--- config.mk ---
export PLATFORM = sky130hd
export DESIGN_NAME = binary_max_heap_queue_flat
export DESIGN_NICKNAME = d
export VERILOG_FILES = /design/src/bhq_pkg.sv /design/src/bhq_req_if.sv /design/src/bhq_rsp_if.sv /design/src/bhq_store.sv /design/src/bhq_ctrl.sv /design/src/binary_max_heap_queue.sv /design/src/flat_wrapper.sv
export SDC_FILE = /design/constraint.sdc
export NUM_CORES = 1
export LEC_CHECK = 0
export ABC_AREA = 1
export BUFFER_PORTS_ARGS = -buffer_cell sky130_fd_sc_hd__buf_2
export CAP_MARGIN = 20
export CORE_UTILIZATION = 40
export CTS_CLUSTER_SIZE = 30
export DETAILED_ROUTE_END_ITERATION = 12
export PLACE_DENSITY_LB_ADDON = 0.15
export SYNTH_ARGS = -nofsm -noshare
export SYNTH_HDL_FRONTEND = slang
export SYNTH_HIERARCHICAL = 1
export SYNTH_SLANG_ARGS = --single-unit
--- constraint.sdc ---
create_clock -name clock -period 5.85 [get_ports clock]
set_input_delay 1.17 -clock clock [delete_from_list [all_inputs] [get_ports clock]]
set_output_delay 1.17 -clock clock [all_outputs]
set_load 0.02 [all_outputs]
--- src/bhq_pkg.sv ---
`timescale 1ns / 1ps
// ----------------------------------------------------------------------------
// bhq_pkg: shared types and codes of the binary max-heap queue
// Entry layout, request codes, store control and result bundle.
// ----------------------------------------------------------------------------
package bhq_pkg;

   localparam logic CMD_PUSH = 1'b0;
   localparam logic CMD_POP  = 1'b1;

   localparam int unsigned COUNT_OUT_W = 5;

   typedef struct packed {
      logic        [15:0] tag;
      logic signed [15:0] prim;
      logic signed [15:0] sec;
   } entry_type;

   typedef struct packed {
      logic we;
      logic re;
   } store_cmd_type;

   typedef struct packed {
      logic                   ok;
      logic                   head_valid;
      entry_type              head;
      logic [COUNT_OUT_W-1:0] count;
   } result_type;

endpackage

--- src/bhq_req_if.sv ---
`timescale 1ns / 1ps
// ----------------------------------------------------------------------------
// bhq_req_if: request channel of the heap queue
// Valid/ready handshake carrying a push or pop request.
// ----------------------------------------------------------------------------
interface bhq_req_if;
   logic               valid;
   logic               ready;
   logic               cmd;
   logic        [15:0] item_tag;
   logic signed [15:0] primary_priority;
   logic signed [15:0] secondary_priority;

   modport source (
      output valid, cmd, item_tag, primary_priority, secondary_priority,
      input  ready
   );
   modport sink (
      input  valid, cmd, item_tag, primary_priority, secondary_priority,
      output ready
   );
endinterface

--- src/bhq_rsp_if.sv ---
`timescale 1ns / 1ps
// ----------------------------------------------------------------------------
// bhq_rsp_if: response channel of the heap queue
// Valid/ready handshake carrying status, head entry and entry count.
// ----------------------------------------------------------------------------
interface bhq_rsp_if;
   logic               valid;
   logic               ready;
   logic               ok;
   logic               head_valid;
   logic        [15:0] head_tag;
   logic signed [15:0] head_primary;
   logic signed [15:0] head_secondary;
   logic        [4:0]  entry_count_out;

   modport source (
      output valid, ok, head_valid, head_tag, head_primary, head_secondary,
             entry_count_out,
      input  ready
   );
   modport sink (
      input  valid, ok, head_valid, head_tag, head_primary, head_secondary,
             entry_count_out,
      output ready
   );
endinterface

--- src/bhq_store.sv ---
`timescale 1ns / 1ps
// ----------------------------------------------------------------------------
// bhq_store: heap entry memory
// One write port, one read port, registered read data.
// ----------------------------------------------------------------------------
module bhq_store #(
   parameter int unsigned CAPACITY = 16
) (
   input  logic                           clock,
   input  bhq_pkg::store_cmd_type         cmd,
   input  logic [$clog2(CAPACITY)-1:0]    waddr,
   input  bhq_pkg::entry_type             wdata,
   input  logic [$clog2(CAPACITY)-1:0]    raddr,
   output bhq_pkg::entry_type             rdata
);
   bhq_pkg::entry_type mem [CAPACITY];
   bhq_pkg::entry_type rdata_ff;

   always_ff @(posedge clock) begin
      if (cmd.we) begin
         mem[waddr] <= wdata;
      end
      if (cmd.re) begin
         rdata_ff <= mem[raddr];
      end
   end

   assign rdata = rdata_ff;
endmodule

--- src/bhq_ctrl.sv ---
`timescale 1ns / 1ps
// ----------------------------------------------------------------------------
// bhq_ctrl: sift sequencer of the heap queue
// Walks the heap one level at a time through the entry memory.
// ----------------------------------------------------------------------------
module bhq_ctrl #(
   parameter int unsigned CAPACITY = 16
) (
   input  logic                           clock,
   input  logic                           reset,
   input  logic                           req_valid,
   output logic                           req_ready,
   input  logic                           req_cmd,
   input  bhq_pkg::entry_type             req_entry,
   output logic                           done,
   input  logic                           rsp_free,
   output bhq_pkg::result_type            result,
   output bhq_pkg::store_cmd_type         store_cmd,
   output logic [$clog2(CAPACITY)-1:0]    store_waddr,
   output bhq_pkg::entry_type             store_wdata,
   output logic [$clog2(CAPACITY)-1:0]    store_raddr,
   input  bhq_pkg::entry_type             store_rdata
);
   localparam int unsigned AW = $clog2(CAPACITY);
   localparam int unsigned CW = $clog2(CAPACITY + 1);
   localparam logic [CW-1:0] ONE  = CW'(1);
   localparam logic [CW-1:0] TWO  = CW'(2);
   localparam logic [CW-1:0] FULL = CW'(CAPACITY);

   typedef enum logic [6:0] {
      ST_IDLE    = 7'b0000001,
      ST_UP      = 7'b0000010,
      ST_DN_LAST = 7'b0000100,
      ST_DN_L    = 7'b0001000,
      ST_DN_R    = 7'b0010000,
      ST_WR_MV   = 7'b0100000,
      ST_RESP    = 7'b1000000
   } state_type;

   state_type          state_ff, state_in;
   logic [CW-1:0]      count_ff, count_in;
   logic [CW-1:0]      at_ff, at_in;
   logic               ok_ff, ok_in;
   bhq_pkg::entry_type mv_ff, mv_in;
   bhq_pkg::entry_type lt_ff, lt_in;
   bhq_pkg::entry_type head_ff, head_in;

   logic [CW-1:0]      wslot, rslot, wslot_m1, rslot_m1;
   logic [CW-1:0]      parent_slot, grand_slot, big_slot;
   logic [CW:0]        left_c, right_c, n_ext, big_left_c;
   logic               take_right;
   bhq_pkg::entry_type big_entry;

   assign parent_slot = at_ff >> 1;
   assign grand_slot  = at_ff >> 2;
   assign left_c      = {at_ff, 1'b0};
   assign right_c     = {at_ff, 1'b1};
   assign n_ext       = {1'b0, count_ff};
   assign take_right  = !($signed(lt_ff.prim) > $signed(store_rdata.prim));
   assign big_entry   = take_right ? store_rdata : lt_ff;
   assign big_slot    = take_right ? right_c[CW-1:0] : left_c[CW-1:0];
   assign big_left_c  = {big_slot, 1'b0};

   always_comb begin
      state_in    = state_ff;
      count_in    = count_ff;
      at_in       = at_ff;
      ok_in       = ok_ff;
      mv_in       = mv_ff;
      lt_in       = lt_ff;
      store_cmd   = '0;
      wslot       = at_ff;
      store_wdata = mv_ff;
      rslot       = ONE;
      req_ready   = 1'b0;
      done        = 1'b0;

      unique case (state_ff)
         ST_IDLE: begin
            req_ready = 1'b1;
            if (req_valid) begin
               if (req_cmd == bhq_pkg::CMD_PUSH) begin
                  if (count_ff == FULL) begin
                     ok_in    = 1'b0;
                     state_in = ST_RESP;
                  end else begin
                     ok_in    = 1'b1;
                     count_in = count_ff + ONE;
                     at_in    = count_ff + ONE;
                     mv_in    = req_entry;
                     if (count_ff == '0) begin
                        store_cmd.we = 1'b1;
                        wslot        = ONE;
                        store_wdata  = req_entry;
                        state_in     = ST_RESP;
                     end else begin
                        store_cmd.re = 1'b1;
                        rslot        = (count_ff + ONE) >> 1;
                        state_in     = ST_UP;
                     end
                  end
               end else begin
                  if (count_ff == '0) begin
                     ok_in    = 1'b0;
                     state_in = ST_RESP;
                  end else begin
                     ok_in    = 1'b1;
                     count_in = count_ff - ONE;
                     if (count_ff == ONE) begin
                        state_in = ST_RESP;
                     end else begin
                        store_cmd.re = 1'b1;
                        rslot        = count_ff;
                        state_in     = ST_DN_LAST;
                     end
                  end
               end
            end
         end
         ST_UP: begin
            store_cmd.we = 1'b1;
            if ($signed(mv_ff.prim) > $signed(store_rdata.prim)) begin
               store_wdata = store_rdata;
               at_in       = parent_slot;
               if (parent_slot == ONE) begin
                  state_in = ST_WR_MV;
               end else begin
                  store_cmd.re = 1'b1;
                  rslot        = grand_slot;
               end
            end else begin
               state_in = ST_RESP;
            end
         end
         ST_DN_LAST: begin
            mv_in = store_rdata;
            at_in = ONE;
            if (count_ff < TWO) begin
               store_cmd.we = 1'b1;
               wslot        = ONE;
               store_wdata  = store_rdata;
               state_in     = ST_RESP;
            end else begin
               store_cmd.re = 1'b1;
               rslot        = TWO;
               state_in     = ST_DN_L;
            end
         end
         ST_DN_L: begin
            lt_in = store_rdata;
            if (right_c > n_ext) begin
               store_cmd.we = 1'b1;
               if ($signed(mv_ff.prim) < $signed(store_rdata.prim)) begin
                  store_wdata = store_rdata;
                  at_in       = left_c[CW-1:0];
                  state_in    = ST_WR_MV;
               end else begin
                  state_in = ST_RESP;
               end
            end else begin
               store_cmd.re = 1'b1;
               rslot        = right_c[CW-1:0];
               state_in     = ST_DN_R;
            end
         end
         ST_DN_R: begin
            store_cmd.we = 1'b1;
            if ($signed(mv_ff.prim) < $signed(big_entry.prim)) begin
               store_wdata = big_entry;
               at_in       = big_slot;
               if (big_left_c > n_ext) begin
                  state_in = ST_WR_MV;
               end else begin
                  store_cmd.re = 1'b1;
                  rslot        = big_left_c[CW-1:0];
                  state_in     = ST_DN_L;
               end
            end else begin
               state_in = ST_RESP;
            end
         end
         ST_WR_MV: begin
            store_cmd.we = 1'b1;
            state_in     = ST_RESP;
         end
         ST_RESP: begin
            done = 1'b1;
            if (rsp_free) begin
               state_in = ST_IDLE;
            end
         end
         default: begin
            state_in = ST_IDLE;
         end
      endcase

      head_in = head_ff;
      if (store_cmd.we && wslot == ONE) begin
         head_in = store_wdata;
      end
   end

   assign wslot_m1    = wslot - ONE;
   assign rslot_m1    = rslot - ONE;
   assign store_waddr = wslot_m1[AW-1:0];
   assign store_raddr = rslot_m1[AW-1:0];

   always_ff @(posedge clock) begin
      if (reset) begin
         state_ff <= ST_IDLE;
         count_ff <= '0;
      end else begin
         state_ff <= state_in;
         count_ff <= count_in;
      end
      at_ff   <= at_in;
      ok_ff   <= ok_in;
      mv_ff   <= mv_in;
      lt_ff   <= lt_in;
      head_ff <= head_in;
   end

   always_comb begin
      result.ok         = ok_ff;
      result.head_valid = (count_ff != '0);
      result.head       = (count_ff != '0) ? head_ff : '0;
      result.count      = bhq_pkg::COUNT_OUT_W'(count_ff);
   end
endmodule

--- src/binary_max_heap_queue.sv ---
`timescale 1ns / 1ps
// ----------------------------------------------------------------------------
// binary_max_heap_queue: priority queue on a binary max-heap
// Push and pop requests on req_chan, one response per request on rsp_chan.
// ----------------------------------------------------------------------------
// A request with cmd push stores the entry and sifts it up; cmd pop removes
// the head and sifts the last entry down from the root. Ordering uses the
// primary priority only; on equal children the right child is taken.
// Each response gives ok (0 for a push into a full queue or a pop from an
// empty one), the head entry after the request (zero when empty) and the
// entry count.
// A refused request, a push into an empty queue or a pop of the last entry
// goes straight to the response. A push reads the parent and moves the entry
// up one level per step; a pop reads the last entry, then reads the left and
// right child of each level in turn through the single read port of the entry
// memory. The next request can be taken in the cycle after the response loads.
// One request is in work at a time. The response sits in an output
// register, so a new request is taken while the last response waits.
// When rsp_chan stalls with a response still held, a finished request waits
// until the register frees.
// Reset empties the queue at once; the memory itself needs no clearing.
// ----------------------------------------------------------------------------
module binary_max_heap_queue #(
   parameter int unsigned CAPACITY = 16
) (
   input  logic     clock,
   input  logic     reset,
   bhq_req_if.sink   req_chan,
   bhq_rsp_if.source rsp_chan
);
   localparam int unsigned AW = $clog2(CAPACITY);

   bhq_pkg::entry_type     req_entry;
   bhq_pkg::result_type    result;
   bhq_pkg::result_type    rsp_ff, rsp_in;
   bhq_pkg::store_cmd_type store_cmd;
   bhq_pkg::entry_type     store_wdata, store_rdata;
   logic [AW-1:0]          store_waddr, store_raddr;
   logic                   ready;
   logic                   done;
   logic                   rsp_free;
   logic                   rsp_valid_ff, rsp_valid_in;

   assign req_entry.tag  = req_chan.item_tag;
   assign req_entry.prim = req_chan.primary_priority;
   assign req_entry.sec  = req_chan.secondary_priority;
   assign req_chan.ready = ready;

   bhq_ctrl #(
      .CAPACITY (CAPACITY)
   ) u_ctrl (
      .clock       (clock),
      .reset       (reset),
      .req_valid   (req_chan.valid),
      .req_ready   (ready),
      .req_cmd     (req_chan.cmd),
      .req_entry   (req_entry),
      .done        (done),
      .rsp_free    (rsp_free),
      .result      (result),
      .store_cmd   (store_cmd),
      .store_waddr (store_waddr),
      .store_wdata (store_wdata),
      .store_raddr (store_raddr),
      .store_rdata (store_rdata)
   );

   bhq_store #(
      .CAPACITY (CAPACITY)
   ) u_store (
      .clock (clock),
      .cmd   (store_cmd),
      .waddr (store_waddr),
      .wdata (store_wdata),
      .raddr (store_raddr),
      .rdata (store_rdata)
   );

   assign rsp_free = !rsp_valid_ff || rsp_chan.ready;

   always_comb begin
      rsp_in       = rsp_ff;
      rsp_valid_in = rsp_valid_ff;
      if (done && rsp_free) begin
         rsp_in       = result;
         rsp_valid_in = 1'b1;
      end else if (rsp_chan.ready) begin
         rsp_valid_in = 1'b0;
      end
   end

   always_ff @(posedge clock) begin
      if (reset) begin
         rsp_valid_ff <= 1'b0;
      end else begin
         rsp_valid_ff <= rsp_valid_in;
      end
      rsp_ff <= rsp_in;
   end

   assign rsp_chan.valid           = rsp_valid_ff;
   assign rsp_chan.ok              = rsp_ff.ok;
   assign rsp_chan.head_valid      = rsp_ff.head_valid;
   assign rsp_chan.head_tag        = rsp_ff.head.tag;
   assign rsp_chan.head_primary    = rsp_ff.head.prim;
   assign rsp_chan.head_secondary  = rsp_ff.head.sec;
   assign rsp_chan.entry_count_out = rsp_ff.count;
endmodule

--- src/flat_wrapper.sv ---
// flat-port wrapper written by rule: the top's interface ports become plain ports
module binary_max_heap_queue_flat 
#(
   parameter int unsigned CAPACITY = 16
)
  (clock, reset, req_chan_valid, req_chan_cmd, req_chan_item_tag, req_chan_primary_priority, req_chan_secondary_priority, req_chan_ready, rsp_chan_valid, rsp_chan_ok, rsp_chan_head_valid, rsp_chan_head_tag, rsp_chan_head_primary, rsp_chan_head_secondary, rsp_chan_entry_count_out, rsp_chan_ready);
  bhq_req_if req_chan_i ();
  bhq_rsp_if rsp_chan_i ();
  input  logic clock;
  input  logic reset;
  input wire logic [$bits(req_chan_i.valid)-1:0] req_chan_valid;
  input wire logic [$bits(req_chan_i.cmd)-1:0] req_chan_cmd;
  input wire logic [$bits(req_chan_i.item_tag)-1:0] req_chan_item_tag;
  input wire logic [$bits(req_chan_i.primary_priority)-1:0] req_chan_primary_priority;
  input wire logic [$bits(req_chan_i.secondary_priority)-1:0] req_chan_secondary_priority;
  output wire logic [$bits(req_chan_i.ready)-1:0] req_chan_ready;
  output wire logic [$bits(rsp_chan_i.valid)-1:0] rsp_chan_valid;
  output wire logic [$bits(rsp_chan_i.ok)-1:0] rsp_chan_ok;
  output wire logic [$bits(rsp_chan_i.head_valid)-1:0] rsp_chan_head_valid;
  output wire logic [$bits(rsp_chan_i.head_tag)-1:0] rsp_chan_head_tag;
  output wire logic [$bits(rsp_chan_i.head_primary)-1:0] rsp_chan_head_primary;
  output wire logic [$bits(rsp_chan_i.head_secondary)-1:0] rsp_chan_head_secondary;
  output wire logic [$bits(rsp_chan_i.entry_count_out)-1:0] rsp_chan_entry_count_out;
  input wire logic [$bits(rsp_chan_i.ready)-1:0] rsp_chan_ready;
  assign req_chan_i.valid = req_chan_valid;
  assign req_chan_i.cmd = req_chan_cmd;
  assign req_chan_i.item_tag = req_chan_item_tag;
  assign req_chan_i.primary_priority = req_chan_primary_priority;
  assign req_chan_i.secondary_priority = req_chan_secondary_priority;
  assign req_chan_ready = req_chan_i.ready;
  assign rsp_chan_valid = rsp_chan_i.valid;
  assign rsp_chan_ok = rsp_chan_i.ok;
  assign rsp_chan_head_valid = rsp_chan_i.head_valid;
  assign rsp_chan_head_tag = rsp_chan_i.head_tag;
  assign rsp_chan_head_primary = rsp_chan_i.head_primary;
  assign rsp_chan_head_secondary = rsp_chan_i.head_secondary;
  assign rsp_chan_entry_count_out = rsp_chan_i.entry_count_out;
  assign rsp_chan_i.ready = rsp_chan_ready;
  binary_max_heap_queue #(.CAPACITY(CAPACITY)) u_core (.clock(clock), .reset(reset), .req_chan(req_chan_i), .rsp_chan(rsp_chan_i));
endmodule
== Word level (Yosys, flattened, before mapping) ==
Memory sizes are Yosys's and may differ from the RTL's. A register that Yosys moved wholly into a read port is not among the register bits.
Index checks and enable logic that the tools add are counted.

* Register bits after elaboration: 218
* RAM bits: 768
* Output and inout port bits: 57
* Word-level logic and storage cells: 155
* Memories: 1

{| class="wikitable"
|+ Memory list
! name !! words !! width !! read ports !! clocked after Yosys merged registers in !! write ports !! line !! RTL
|-
| u_core.u_store.mem || 16 || 48 || 1 || 1 || 1 || bhq_store.sv:16 || <nowiki>bhq_pkg::entry_type mem [CAPACITY];</nowiki>
|}

* $add $sub $neg: 4
* Order comparisons: 7
* Equality and inequality tests: 22
* Multiplexer cells: 86
* Reductions and logical operators: 15

{| class="wikitable"
|+ Operators by type and width
! operator !! number
|-
| $mux 48 || 13
|-
| $pmux 48 s5 || 1
|-
| $pmux 48 s2 || 1
|-
| $mux 7 || 13
|-
| $mux 5 || 14
|-
| $pmux 7 s7 || 1
|-
| $mux 4 || 9
|-
| $gt 16x16->1 || 2
|-
| $lt 16x16->1 || 2
|-
| $pmux 5 s5 || 1
|-
| $mux 1 || 23
|-
| $pmux 4 s5 || 1
|-
| $ne 2x2->1 const B || 9
|-
| $gt 6x5->1 || 2
|-
| $eq 5x1->1 const B || 2
|-
| $pmux 5 s2 || 1
|-
| $reduce_bool 5->1 || 2
|-
| $reduce_and 4->1 || 2
|-
| $reduce_and 8->1 || 1
|-
| $sub 4x1->4 const B || 2
|-
| $eq 7x1->1 const B || 1
|-
| $eq 7x2->1 const B || 1
|-
| $eq 7x3->1 const B || 1
|-
| $eq 7x4->1 const B || 1
|-
| other kinds (23) || 28
|}

== Longest topological paths before layout ==
Gate-level depths: netlist of run 1.

* Depth after elaboration: 8
* Depth in mapped cells: 41

== Hierarchy ==
Netlist of run 1, hierarchy kept.

{| class="wikitable"
|+ Modules (own cells, without submodules)
! module !! instances !! cells an instance !! area an instance (um2) !! sequential area each (um2)
|-
| bhq_store || 1 || 3165 || 34469.3 || 24503.5
|-
| bhq_ctrl || 1 || 1349 || 10799.1 || 4744.6
|-
| binary_max_heap_queue || 1 || 61 || 1699.1 || 1671.6
|}

== Worst setup path after synthesis of run 1 ==
Ideal clock, no wire load.

* Path kind: register -> register
* Start point: register, netlist name u_core/u_store/rdata[31]
* End point: register, netlist name u_core/u_store/rdata[0]
* Library setup time: 806 ps
* Arrival: 4856 ps
* Required time: 5044 ps
* Slack: 189 ps
* Stages on the path, launching flop included: 24
* Buffers on the path: 3
* Path through: edfxtp_1 -> inv_1 -> ha_1 -> a21oi_1 -> o21ai_1 -> a21oi_1 -> nand3_1 -> nand3_1 -> clkbuf_1 -> clkbuf_1 -> nand2_1 -> o21ai_0 -> ha_1 -> nand2_1 -> inv_1 -> nand3_1 -> a31oi_1 -> a2111oi_0 -> nand3_1 -> nand2_2 -> inv_2 -> buf_2 -> nand3_1 -> nand4_1

== Worst setup path after layout of run 1 ==
* Start point: register, netlist name u_core/u_store/rdata[19]
* End point: register, netlist name u_core/u_store/rdata[29]

* Cells in the longest elaborated chain, start to end: 7

{| class="wikitable"
|+ RTL lines
! item !! line !! RTL
|-
| branches (longest 5 deep; another with $gt 16x16->1) || - ||
|-
| $pmux 4 s5 * || bhq_ctrl.sv:78 || <nowiki>unique case (state_ff)</nowiki>
|-
| $sub 4x1->4 * || bhq_ctrl.sv:204 || <nowiki>assign rslot_m1 = rslot - ONE;</nowiki>
|-
| net u_core.store_raddr[0] || binary_max_heap_queue.sv:38 || <nowiki>logic [AW-1:0] store_waddr, store_raddr;</nowiki>
|}

Mark *: on every way through the listed nets, which the timed path passes.
A chain may end at the register's enable or synchronous reset.

==> impl_metrics.toml, run 1 <==
[yosys]
syn_area_um2 = 47000
syn_inst = 4575
yosys.area.top_type = "edfxtp_1"
yosys_warnings = 6
synthTopCellsByArea = "edfxtp_1 65%, nand2_1 11%, nand3_1 6.7%, inv_1 6.3%, ha_1 1.6%"
dominantRegCellSynth = "edfxtp_1"
synth-edff-count = 1021
synth_top_area_frac = 0.653
async_flop_share = 0
yosysSeqAreaShare = 0.658
synthesis.nets = 4689
ys_types = 49
syn_area_per_cell_um2 = 10.3
synth-seq-cells = 1034

[die]
initial_utilization = 0.404
core_um2 = 116000
ios = 110
die_w_um = 345
die_h_um = 345
rows = 125
dieArea_um2 = 119000

[worst_setup_path]
worstSetupPathType = "register to register"
cpMaxStageDelayCell = "edfxtp_1"
cp-end-kind = "register"
critPathMaxStageDelay_ns = 0.45
startpoint_type = "register"
cpMostUsedCell = "nand2_1"
required_ns = 6.25
crit_arrival_ns = 5.87
critPathMaxFanout = 32

[sta]
rsz0062_at_grt = "no"
tns_ns = 0
period_share = 0.934
setup_viol = 0
period_needed_ns = 5.47
slew_violations = 0
hold_viol = 0
worst_slew_pin_slew_ns = 1.14
finalClockSkew_ns = 0.0236
fmax_mhz = 183
slew_headroom = 0.243

[grt]
overflow = 0
grt_pass1_wl_um = 205000
grtUsageTotal = 0.234
grt_max_degree = 155
antenna_found_initial = 5
grt_pass1_vias = 30500

[drt]
drc = 0
first_pass_iters = 6
viasPerCell = 5.16
drt_iter0_markers = 2900
post_drt_wl_per_cell_um = 22.0
totalWireLength_um = 139000
ant_nets = 0
vias = 32700

[clock_network]
htree_levels = 3
cts.path.max_buffers = 3
clk_pin_slew_worst_paths_ns = 0.06
cts_buffers = 108
clock-sinks = 1034
cts_tree = "done"
ctsHoldBuffers = 0
cts-root-buf = "clkbuf_16"
insertion_delay_ns = 0.70

[cells_and_area]
area_growth_pct = 13.7
final_util = 0.459
layout-drive-gt1-share = 0.0969
nNetsFinal = 4839

[placement]
numPortBuffers = 109
place_hpwl_um = 78000
routabilityCongestion = 0.916

[hold_path]
holdCritPathClass = "register to register"

[outcome]
status = "completed"

[run]
drv_cap = 0
cells in the mapped netlist (2+ instances only):
cell type,number
nand4_1,15
edfxtp_1,1021
nor3_1,6
nor4_1,4
buf_4,15
clkbuf_1,69
inv_2,8
nor2_1,77
o211ai_1,20
o221ai_1,4
nand3_1,627
nand2_1,1396
o22ai_1,2
a31oi_1,7
inv_1,791
ha_1,61
buf_1,11
dfxtp_1,13
buf_2,87
nor2_2,2
o21ai_0,113
a211oi_1,10
a22oi_1,19
o2111ai_1,32
o311ai_1,3
nand2_2,5
nor4_4,2
a221oi_1,17
buf_6,40
nand3b_1,3
a21oi_1,62
o21ai_1,8
a2111oi_0,3
xor2_1,7
cells in the final DEF (no fill, tap or decap), types with 28 or more instances in the layout:
master	count
buf_2	109
clkbuf_1	28
buf_12	36
o2111ai_1	32
o21ai_0	108
buf_4	115
nand2_1	1393
inv_1	785
nand3_1	626
edfxtp_1	1021
nor2_1	61
ha_1	61
a21oi_1	60
clkbuf_16	111
repair_timing:
item | 4_1_cts | 5_1_grt
setup endpoints to repair | 0 | 548
resized for setup | 0 | 12
buffers inserted | 0 | 4
routing by layer:
layer	vias to the layer above	global-route usage	part of all wire
li1	15400	-	-
met1	16000	0.340	0.46
met2	1134	0.372	0.46
met3	178	0.0258	0.063
met4	2	0.0631	0.021
met5	-	0	0.000057
worst max-delay path, delay by kind of cell (launching register included):
kind	cells	cell delay (ns)
flip-flops	1	0.45
XOR/XNOR	1	0.24
adder cells (fa/ha/maj)	3	0.89
buffers and inverters	5	0.69
AO/OA/AOI/OAI	3	0.73
AND/OR/NAND/NOR	18	2.10
flip-flops by register name (all words and copies together), names as in the netlist, 16 cells and up:
signal                          flops
u_core/u_store/mem                768
u_core/u_ctrl/head_ff              48
u_core/u_ctrl/lt_ff                48
u_core/u_ctrl/mv_ff                48
u_core/u_store/rdata               48
u_core/rsp_chan.head_primary       16
u_core/rsp_chan.head_secondary     16
u_core/rsp_chan.head_tag           16
final timing paths:
path                       startpoint                       end  slack [ns]  cells past startpoint
min          u_core/u_store/rdata[31]   u_core/u_ctrl/lt_ff[31]        0.45                      0
max          u_core/u_store/rdata[19]  u_core/u_store/rdata[29]        0.38                     30
max reg2reg  u_core/u_store/rdata[19]  u_core/u_store/rdata[29]        0.38                     30
min reg2reg  u_core/u_store/rdata[31]   u_core/u_ctrl/lt_ff[31]        0.45                      0
area by class of cell:
class | instances | area, um2
diodes | 2 | 5.00
fillers | 10800 | 63000
well taps | 1524 | 1910
multi-input cells | 2519 | 12000
clock inverters | 57 | 503
inverters | 801 | 3040
flip-flops and latches | 1034 | 30900
repair buffers | 261 | 2140
clock buffers | 139 | 2880
cell families after synthesis:
logic type,Yosys count,share of synthesized area
buf+inv,1024,0.0920
simple gates,2144,0.192
fa+ha+maj,61,0.0163
xor+xnor,8,0.00149
flops,1034,0.658
compound gates,304,0.0404
metrics by stage:
step / hold slack, ns / std cells / instance area (um2) / worst slack, ns
after floorplan: 0.406 / 4575 / 47000 / 0.189
after global placement: 0.435 / 6133 / 49900 / 0.240
after detailed placement: 0.437 / 6133 / 49900 / 0.194
after CTS: 0.452 / 6329 / 53300 / 0.182
after global routing: 0.470 / 6335 / 53400 / 0.0195
final: 0.453 / 6337 / 53400 / 0.384
Power of run 1 is left out: the tool's default activity adds up to more than one toggle a clock period on the data nets, which glitch-free logic cannot reach.
==> run 2, diff against run 1 <==
--- a/config.mk
+++ b/config.mk
@@ -5,13 +5,13 @@
 export SDC_FILE = /design/constraint.sdc
 export NUM_CORES = 1
 export LEC_CHECK = 0
-export ABC_AREA = 1
 export BUFFER_PORTS_ARGS = -buffer_cell sky130_fd_sc_hd__buf_2
 export CAP_MARGIN = 20
 export CORE_UTILIZATION = 40
 export CTS_CLUSTER_SIZE = 30
 export DETAILED_ROUTE_END_ITERATION = 12
 export PLACE_DENSITY_LB_ADDON = 0.15
+export SLEW_MARGIN = 20
 export SYNTH_ARGS = -nofsm -noshare
 export SYNTH_HDL_FRONTEND = slang
 export SYNTH_HIERARCHICAL = 1
==> run 2 against run 1 <==
  * The flow now finishes with violations (negative setup slack)
  * Global-route usage decreased by 2.0 points
  * Count of clock-buffer cells in the layout decreased by 10
  * Wire length decreased by 19%
  * Critical path type unchanged
  * Cell count decreased by 36%
  * First-iteration DRC count decreased by 18%
  * Area after synthesis decreased by 12%
  * Utilization increased by 4.4 points
  * Critical path depth decreased by 3
  * Setup slack got worse by 0.73 ns
  * Design area decreased by 4.0%
  * Critical endpoint is now u_core/u_store/rdata[19]
  * Register-to-register slack got worse by 0.73 ns
==> impl_metrics.toml, run 2 <==
[outcome]
status = "finished with violations"
violations = "negative setup slack"

[grt]
overflow = 0
grt_max_degree = 67
antenna_found_initial = 5
grt_pass1_wl_um = 159000
grt_pass1_vias = 23300
grtUsageTotal = 0.214

[sta]
setup_viol = 48
hold_viol = 0
period_share = 1.06
finalClockSkew_ns = 0.0339
setup_ws_ns = -0.347
slew_headroom = 0.273
period_needed_ns = 6.20
fmax_mhz = 161
worst_slew_pin_slew_ns = 1.09
holdWs_ns = 0.426
rsz0062_at_grt = "yes"
slew_violations = 0

[clock_network]
cts_tree = "done"
clk_pin_slew_worst_paths_ns = 0.06
htree_levels = 3
clock-sinks = 1034
cts.path.max_buffers = 3
insertion_delay_ns = 0.70
cts_buffers = 108
ctsHoldBuffers = 0
cts-root-buf = "clkbuf_16"

[worst_setup_path]
critPathLaunch = "u_core/u_store/rdata[16]"
cpMaxStageDelayCell = "or4_4"
reg2reg_slack_ns = -0.35
required_ns = 6.28
worstSetupPathType = "register to register"
crit_family = "simple AND/OR/NAND/NOR gates"
rr_endpoint = "u_core/u_store/rdata[19]"
cp-end-kind = "register"
r2r_cells = 27
critPathMaxStageDelay_ns = 0.52
cpMostUsedCell = "buf_4"
crit_arrival_ns = 6.63
worst_r2r_startpoint = "u_core/u_store/rdata[16]"
cp.depth = 27
crit_buf_inv = 7
startpoint_type = "register"
critPathMaxFanout = 9

[cells_and_area]
regMostFlops = "u_core/u_store/mem"
layout-drive-gt1-share = 0.342
most-common-layout-cells = "1021 x edfxtp_1, 230 x nand2_1, 192 x mux4_2"
final_common_cell = "edfxtp_1"
nNetsFinal = 2725
area_growth_pct = 24.4
stdcell_count = 4066
largest_reg_flops = 768

[hold_path]
holdPathEnd = "u_core/rsp_chan.ok"
min_path_cells = 0
hp-start = "u_core/u_ctrl/ok_ff"
holdCritPathClass = "register to register"

[yosys]
syn_inst = 2198
syn_area_um2 = 41200
synth_most_common_cell = "edfxtp_1"
synth_top_area_frac = 0.745
synthesis.nets = 2312
async_flop_share = 0
yosys.area.top_type = "edfxtp_1"
yosysSeqAreaShare = 0.751
ys_types = 64
syn_area_per_cell_um2 = 18.7
synthTopCellsByCount = "1021 x edfxtp_1, 237 x nand2_1, 192 x mux4_2, 114 x a22oi_1, 61 x ha_1"
synthTopCellsByArea = "edfxtp_1 74%, mux4_2 11%, nand2_1 2.2%, a22oi_1 2.1%, ha_1 1.9%"
synth-seq-cells = 1034
dominantRegCellSynth = "edfxtp_1"
synth-edff-count = 1021
yosys_warnings = 6

[die]
initial_utilization = 0.404
dieArea_um2 = 104000
die_h_um = 323
rows = 117
core_um2 = 102000
ios = 110
die_w_um = 323

[drt]
drc = 0
viasPerCell = 5.67
vias = 23100
ant_nets = 0
first_pass_iters = 6
drt_iter0_markers = 2372
totalWireLength_um = 113000
post_drt_wl_per_cell_um = 27.9

[placement]
numPortBuffers = 109
routabilityCongestion = 0.851
place_hpwl_um = 60800
dp_cells = 3788

[run]
drv_cap = 0
[run 2: cell types whose count changed after synthesis, moves of 34 or more]
cell / before / now
a22oi_1: 19 / 114
buf_2: 87 / 14
buf_6: 40 / 2
inv_1: 791 / 43
mux4_2: 0 / 192
nand2_1: 1396 / 237
nand3_1: 627 / 17
nor2_1: 77 / 43
nor2b_1: 0 / 56
o21ai_0: 113 / 33
[run 2: routing by layer]
metal  global-route usage  vias to the layer above  part of all wire
li1                     -                     9816                 -
met1                0.297                    12200              0.42
met2                0.351                      872              0.49
met3               0.0303                      169             0.065
met4               0.0618                        0             0.023
met5                    0                        -                 0
[run 2: worst register-to-register path: stages (launching register included)]
cell      delay [ns]
edfxtp_1        0.50
ha_1            0.33
nand4_1         0.14
or4_4           0.52
o31a_1          0.14
nand3_2         0.08
and2_4          0.21
buf_6           0.15
mux2i_4         0.28
ha_4            0.24
nand4_1         0.08
a31oi_1         0.10
a211o_1         0.33
or2_1           0.24
or3_4           0.35
a21oi_4         0.14
buf_4           0.14
nor2_1          0.04
o311ai_2        0.35
inv_1           0.16
ha_4            0.33
clkinv_8        0.10
buf_16          0.17
buf_4           0.14
buf_4           0.14
mux4_2          0.29
a22oi_1         0.18
nand2_1         0.06
[run 2: cells by family (layout without fill, tap and decap cells)]
family	Yosys count	after routing	share of synthesized area
muxes	210	210	0.109
xor gates and xnor gates	11	11	0.00234
buffers and inverters	151	650	0.0164
AOI/OAI and AO/OA	300	300	0.0539
other	0	1	0
adders and majority gates	61	61	0.0185
and+or+nand+nor	431	431	0.0484
DFF	1034	1034	0.751
[run 2: how the worst max path moves through the flow]
stage | endpoint | slack [ns]
after floorplan | u_core/u_store/mem[8][0] | -0.66
after global placement | u_core/u_store/rdata[26] | -0.68
after detailed placement | u_core/u_store/rdata[26] | -0.82
after CTS | u_core/u_store/rdata[35] | -0.24
after global routing | u_core/u_store/rdata[17] | -0.56
final | u_core/u_store/rdata[19] | -0.35
[run 2: timing repair]
action / in CTS / in global routing
gates resized for setup: 101 / 93
pin swaps: 42 / 33
setup endpoints to repair: 642 / 619
cloned: 4 / 18
setup buffers: 40 / 22
[run 2: cell type report]
type | count | area, um2
fill | 8311 | 50700
sequential | 1034 | 30900
multi-input combinational | 1013 | 10600
timing repair buffer | 411 | 4350
clock buffer | 129 | 2780
tap | 1368 | 1710
clock inverter | 67 | 706
inverter | 43 | 174
antenna | 1 | 2.50
[run 2: stage by stage]
| step | utilization | TNS (ns) | cell area (um2) | setup WS [ns] |
|---|---|---|---|---|
| after floorplan | - | -31.65 | 41600 | -0.659 |
| after global placement | 0.449 | -50.89 | 45700 | -0.685 |
| after detailed placement | 0.449 | -103.91 | 45800 | -0.824 |
| after CTS | 0.493 | -8.51 | 50300 | -0.242 |
| after global routing | 0.503 | -26.13 | 51200 | -0.560 |
| final | 0.503 | -13.88 | 51200 | -0.347 |
Power of run 2 is left out for the same reason.
